## config.mk

```make
export PLATFORM = sky130hd
export DESIGN_NAME = cnnr_ctrl
export DESIGN_NICKNAME = d
export VERILOG_FILES = /design/src/rtl/cnnr_pkg.sv /design/src/rtl/cnnr_ctrl.sv
export SDC_FILE = /design/constraint.sdc
export NUM_CORES = 1
export LEC_CHECK = 0
export ABC_AREA = 0
export BUFFER_PORTS_ARGS = -buffer_cell sky130_fd_sc_hd__buf_4
export CORE_AREA = 2 2 39 41
export DETAILED_ROUTE_END_ITERATION = 8
export DIE_AREA = 0 0 41 43
export PLACE_DENSITY = 0.56
export REMOVE_ABC_BUFFERS = 1
export SLEW_MARGIN = 30
export SYNTH_ARGS = -nofsm -noshare
export SYNTH_HDL_FRONTEND = slang
export SYNTH_SLANG_ARGS = --single-unit
```

## constraint.sdc

```tcl
create_clock -name clk -period 1.76 [get_ports clk]
set_clock_uncertainty 0.1 [all_clocks]
set_input_delay 0 -clock clk [delete_from_list [all_inputs] [get_ports clk]]
set_output_delay 0 -clock clk [all_outputs]
set_load 0.03 [all_outputs]
```

## src/rtl/cnnr_pkg.sv

```systemverilog
// shared types and constants for the capacitated nearest-neighbor route unit
`default_nettype none

package cnnr_pkg;

    localparam int COORD_W        = 16;
    localparam int DEM_W          = 17;
    localparam int CMD_W          = 2;
    localparam int STOP_W         = 6;
    localparam int DIMS_W         = 3;
    localparam int NLANE          = 4;
    localparam int SQ_W           = 2 * COORD_W;
    localparam int DIST_W         = SQ_W + 2;
    localparam int MAX_POINTS_DEF = 32;
    localparam int MAX_DIMS_DEF   = 4;

    localparam logic [DEM_W-1:0]  FULL_LOAD  = 17'h10000;
    localparam logic [DIMS_W-1:0] DIMS_RESET = 3'd2;

    typedef enum logic [CMD_W-1:0] {
        CMD_CLEAR     = 2'd0,
        CMD_SET_DEPOT = 2'd1,
        CMD_ADD       = 2'd2,
        CMD_SOLVE     = 2'd3
    } cnnr_code_t;

    typedef enum logic [1:0] {
        OUT_HEAD = 2'd0,
        OUT_CUST = 2'd1,
        OUT_TAIL = 2'd2
    } cnnr_out_kind_t;

    typedef struct packed {
        logic           clear;
        logic           set_depot;
        logic           add_cust;
        logic           solve_init;
        logic           scan_start;
        logic           take_best;
        logic           load_out;
        cnnr_out_kind_t out_kind;
    } cnnr_ctrl_t;

    typedef struct packed {
        logic scan_done;
        logic found;
    } cnnr_status_t;

endpackage

`default_nettype wire

```

## src/rtl/cnnr_ctrl.sv

```systemverilog
// route controller: command decode, scan sequencing and output word valid
`default_nettype none

module cnnr_ctrl import cnnr_pkg::*; (
    input  wire logic             clk,
    input  wire logic             rst_n,
    input  wire logic             in_valid,
    output logic                  in_ready,
    input  wire logic [CMD_W-1:0] command,
    output logic                  out_valid,
    input  wire logic             out_ready,
    output cnnr_ctrl_t            ctrl,
    input  wire cnnr_status_t     status
);

    typedef enum logic [2:0] {
        S_IDLE,
        S_HEAD,
        S_SCAN,
        S_WAIT,
        S_STEP,
        S_TAIL
    } state_t;

    state_t state_reg;
    state_t state_next;
    logic   out_valid_reg;
    logic   out_valid_next;
    logic   slot_free;

    assign slot_free = !out_valid_reg || out_ready;
    assign in_ready  = (state_reg == S_IDLE);
    assign out_valid = out_valid_reg;

    always_comb
    begin
        state_next     = state_reg;
        out_valid_next = out_valid_reg && !out_ready;
        ctrl           = '0;
        ctrl.out_kind  = OUT_HEAD;

        case (state_reg)
            S_IDLE:
            begin
                if (in_valid)
                begin
                    case (cnnr_code_t'(command))
                        CMD_CLEAR:     ctrl.clear     = 1'b1;
                        CMD_SET_DEPOT: ctrl.set_depot = 1'b1;
                        CMD_ADD:       ctrl.add_cust  = 1'b1;
                        CMD_SOLVE:
                        begin
                            ctrl.solve_init = 1'b1;
                            state_next      = S_HEAD;
                        end
                        default: ;
                    endcase
                end
            end
            S_HEAD:
            begin
                if (slot_free)
                begin
                    ctrl.load_out  = 1'b1;
                    ctrl.out_kind  = OUT_HEAD;
                    out_valid_next = 1'b1;
                    state_next     = S_SCAN;
                end
            end
            S_SCAN:
            begin
                ctrl.scan_start = 1'b1;
                state_next      = S_WAIT;
            end
            S_WAIT:
            begin
                if (status.scan_done)
                begin
                    state_next = status.found ? S_STEP : S_TAIL;
                end
            end
            S_STEP:
            begin
                if (slot_free)
                begin
                    ctrl.load_out  = 1'b1;
                    ctrl.out_kind  = OUT_CUST;
                    ctrl.take_best = 1'b1;
                    out_valid_next = 1'b1;
                    state_next     = S_SCAN;
                end
            end
            S_TAIL:
            begin
                if (slot_free)
                begin
                    ctrl.load_out  = 1'b1;
                    ctrl.out_kind  = OUT_TAIL;
                    out_valid_next = 1'b1;
                    state_next     = S_IDLE;
                end
            end
            default:
            begin
                state_next = S_IDLE;
            end
        endcase
    end

    always_ff @(posedge clk or negedge rst_n)
    begin
        if (!rst_n)
        begin
            state_reg     <= S_IDLE;
            out_valid_reg <= 1'b0;
        end
        else
        begin
            state_reg     <= state_next;
            out_valid_reg <= out_valid_next;
        end
    end

endmodule

`default_nettype wire

```

Yosys cells after proc, flatten, opt, wreduce, memory -nomap -nowiden
Index checks and enable logic that the tools add are counted.
{"block": "op_classes", "n_mux": 21, "n_reduce_logical": 9, "eq_ne": 13}
{"operator": "3-bit 2-to-1 mux", "count": 7}
{"operator": "3-bit case mux with 5 select lines", "count": 1}
{"operator": "4-bit 2-to-1 mux", "count": 3}
{"operator": "1-bit 2-to-1 mux", "count": 9}
{"operator": "3-bit case mux with 3 select lines", "count": 1}
{"operator": "3-bit by 2-bit == test with 1-bit output, second input constant", "count": 2}
{"operator": "3-bit == test, second input constant", "count": 2}
{"operator": "2-bit != test, second input constant", "count": 3}
{"operator": "5-bit AND reduction", "count": 1}
{"operator": "2-bit == test, second input constant", "count": 2}
{"operator": "2-bit by 1-bit != test with 1-bit output, second input constant", "count": 2}
{"operator": "3-bit by 1-bit == test with 1-bit output, second input constant", "count": 1}
{"operator": "3-bit logical NOT", "count": 1}
{"operator": "3-bit OR reduction", "count": 1}
{"operator": "2-bit by 1-bit == test with 1-bit output, second input constant", "count": 1}
{"operator": "1-bit logical NOT", "count": 2}
{"operator": "2-bit logical NOT", "count": 1}
{"operator": "2-bit OR reduction", "count": 1}
{"operator": "1-bit logical AND", "count": 1}
{"operator": "1-bit logical OR", "count": 1}
{"block": "totals", "word_cells": 45, "in_bits": 8, "output_inout_bits": 11, "reg_bits": 4}

Longest topological paths before layout
{"block": "logic_depth", "ltp_word": 4, "ltp_mapped": 4, "ltp_nobuf": 3}

Least setup slack after synthesis
OpenSTA, ideal clock, no wires.
{"block": "synth_timing", "path_kind": "register to output", "startpoint": "register out_valid_reg, in the netlist out_valid", "endpoint": "output ctrl[0] (netlist name)", "setup_slack_ns": -0.072, "arrival_time_ns": 1.732, "required_time_ns": 1.660, "stages_incl_launch_ff": 3, "path_buffers": 0, "path_cell_list": "dfrtp_1 nor2b_2 nor4b_1"}
{"item": "start, declared", "line": "cnnr_ctrl.sv:27", "text": "logic out_valid_reg;"}
{"item": "start signal, assigned", "line": "cnnr_ctrl.sv:120", "text": "out_valid_reg <= out_valid_next;"}
{"item": "end, declared", "line": "cnnr_ctrl.sv:12", "text": "output cnnr_ctrl_t ctrl,"}

==> impl_metrics.json <==
{
  "status": "finished clean",
  "drt-initial-drc-count": 1,
  "nets": 65,
  "async_reset_ff_share_pct": 100,
  "drv_cap": 0,
  "clkTransAtPathRegs_ns": 0.05,
  "slowest_delay_ns": 0.50,
  "gr-total-overflow": 0,
  "clk_latency_ns": 0.24,
  "synth_seq_cells": 4,
  "start_util_pct": 24.8,
  "synth_edf_count": 0,
  "die_w_um": 41,
  "crit_type": "flop to primary output",
  "rsz0062_at_grt": "no",
  "io_buffers": 18,
  "tightest_slew_ns": 0.394,
  "drc": 0,
  "power-per-cell-area_mw_per_mm2": 1640,
  "coreArea_mm2": 0.00138,
  "cp.arrival_ns": 1.45,
  "post_cts_buffers": 0,
  "yosysSeqAreaShare_pct": 29.2,
  "largest_register_ffs": 3,
  "cts_buffers": 3,
  "finalHoldViolations": 0,
  "end_kind": "primary output",
  "first_global_vias": 324,
  "cp_slowest_cell": "dfrtp_1",
  "clk_path_buf_depth": 2,
  "syn_avg_cell_area_um2": 10.1,
  "min_from": "out_ready",
  "drive_gt1_share_pct": 54.5,
  "synth-main-ff-cell": "dfrtp_1",
  "synth_top_cell_by_area": "dfrtp_1",
  "crit_fanout": 10,
  "diodes": 0,
  "globalRouteTotalUtil_pct": 11.5,
  "ant_nets": 0,
  "fin_util_pct": 37.3,
  "hpwl_um": 638,
  "area_growth_pct": 50.7,
  "dpl.cell_count": 65,
  "timing.rr.start": "state_reg[1]",
  "hold_class": "input port to flop",
  "synth.top_cell.area_share_pct": 29.2,
  "cts-root-buf": "clkbuf_4",
  "fin_area_um2": 517,
  "hold-worst-slack_ns": 0.0613,
  "synth_area_leaders": "dfrtp_1 (29%), buf_6 (9.9%), nor3b_2 (7.3%)",
  "synth_warnings": 0,
  "ir_drop_mv": 0.497,
  "min_period_ns": 1.55,
  "p_total_w": 0.000846,
  "path_buf_inv": 1,
  "cp-start-kind": "flop",
  "grt_max_degree": 12,
  "cts.sinks": 4,
  "cts_max_level": 1,
  "critPathTopFamily": "simple AND/OR/NAND/NOR gates",
  "finalNonFillerCells": 71,
  "ioPinCount": 19,
  "period_share_pct": 88.0,
  "p_leak_nw": 0.240,
  "cts_tree": "done",
  "die_area_mm2": 0.00176,
  "antenna_found_initial": 0,
  "placed_area_um2": 464,
  "row_count": 14,
  "drv_slew": 0,
  "postCtsHoldBufs": 3,
  "grt_first_pass_wirelength_um": 1320,
  "yosysMostFrequentCell": "dfrtp_1",
  "syn_inst": 34,
  "finalWirelength_um": 859,
  "crit_path_cell_trace": "nor3_4 > nand2_2 > nor3b_2 > buf_4",
  "fmax_mhz": 645,
  "vias": 346,
  "avgRoutedWirePerCell_um": 12.1,
  "startpoint": "state_reg[2]",
  "setup_viol": 0,
  "post_cts_resized": 0,
  "ys_top_cells_by_count": "dfrtp_1 (4), buf_6 (3), nor3_1 (3)",
  "vias_per_cell": 4.87,
  "synth_cell_types": 23,
  "die-height_um": 43,
  "dr.pass1.iters": 3,
  "maxSlewHeadroom_pct": 73.8,
  "required_ns": 1.66,
  "netlist_area_um2": 343,
  "gp_congestion": 0.678
}
[metal layers]
layer / wire, um / share of wire [%] / up-vias / GRT usage (%)
met5: 0 / 0 / - / 0
met2: 419 / 49 / 18 / 17.2
li1: - / - / 169 / -
met3: 84 / 9.8 / 2 / 4.71
met4: 15 / 1.7 / 0 / 8.00
met1: 340 / 40 / 157 / 12.5
[area by class of cell]
type	count	area, um^2
Fill cell	156	867
Multi-Input combinational cell	26	205
Timing Repair Buffer	21	165
Sequential cell	4	100
Clock buffer	3	22.5
Tap cell	16	20.0
Inverter	1	3.75
[final timing paths]
kind / slack [ns] / cells past startpoint / endpoint
hold / removal: 0.06 / 3 / out_valid
hold reg to reg: 0.51 / 2 / out_valid
min in group asynchronous: 0.56 / 3 / state_reg[0]
setup reg to reg: 0.45 / 3 / state_reg[0]
max in group asynchronous: 0.81 / 3 / state_reg[1]
setup / recovery: 0.21 / 4 / ctrl[7]
[cells by family after synthesis]
group | Yosys count | synth area share (%)
AND/OR/NAND/NOR | 19 | 43.8
flip-flops | 4 | 29.2
AO/OA/AOI/OAI | 7 | 16.1
buffers and inverters | 4 | 10.9
[placed cells by master, fill, tap and decap left out]
| master | instances |
|---|---|
| buf_4 | 18 |
| dfrtp_1 | 4 |
| nor3_1 | 3 |
| clkbuf_4 | 3 |
| dlygate4sd3_1 | 3 |
| nor3b_2 | 2 |
| nor2_1 | 2 |
| nand2_1 | 2 |
| a22o_1 | 2 |
| nor3_4 | 1 |
| nand2_2 | 1 |
| nand3_1 | 1 |
| nor4_1 | 1 |
| inv_2 | 1 |
| nor2b_2 | 1 |
| nor4b_2 | 1 |
| nand2b_1 | 1 |
| and4_1 | 1 |
| nor4b_1 | 1 |
| o21ai_0 | 1 |
| a21boi_0 | 1 |
| a31oi_1 | 1 |
| o21bai_1 | 1 |
| nor2b_4 | 1 |
| a32o_2 | 1 |
[metrics by stage]
stage / setup slack [ns] / TNS [ns]
2_1_floorplan: -0.0716 / -0.0989
3_3_place_gp: 0.455 / 0
3_5_place_dp: 0.446 / 0
4_1_cts: 0.189 / 0
5_1_grt: 0.0982 / 0
6_report: 0.211 / 0
[power by group]
part	total, W	switching (W)	internal (W)
sequential	0.000241	0.000107	0.000133
clock	0.000121	0.0000447	0.0000768
combinational	0.000484	0.000268	0.000216
[worst min-delay path: cells and delay by family]
family | cells | cell delay, ns
simple gates | 1 | 0.16
compound gates | 1 | 0.11
buf+inv | 1 | 0.09
No activity file was read; power rests on OpenSTA's default activity.
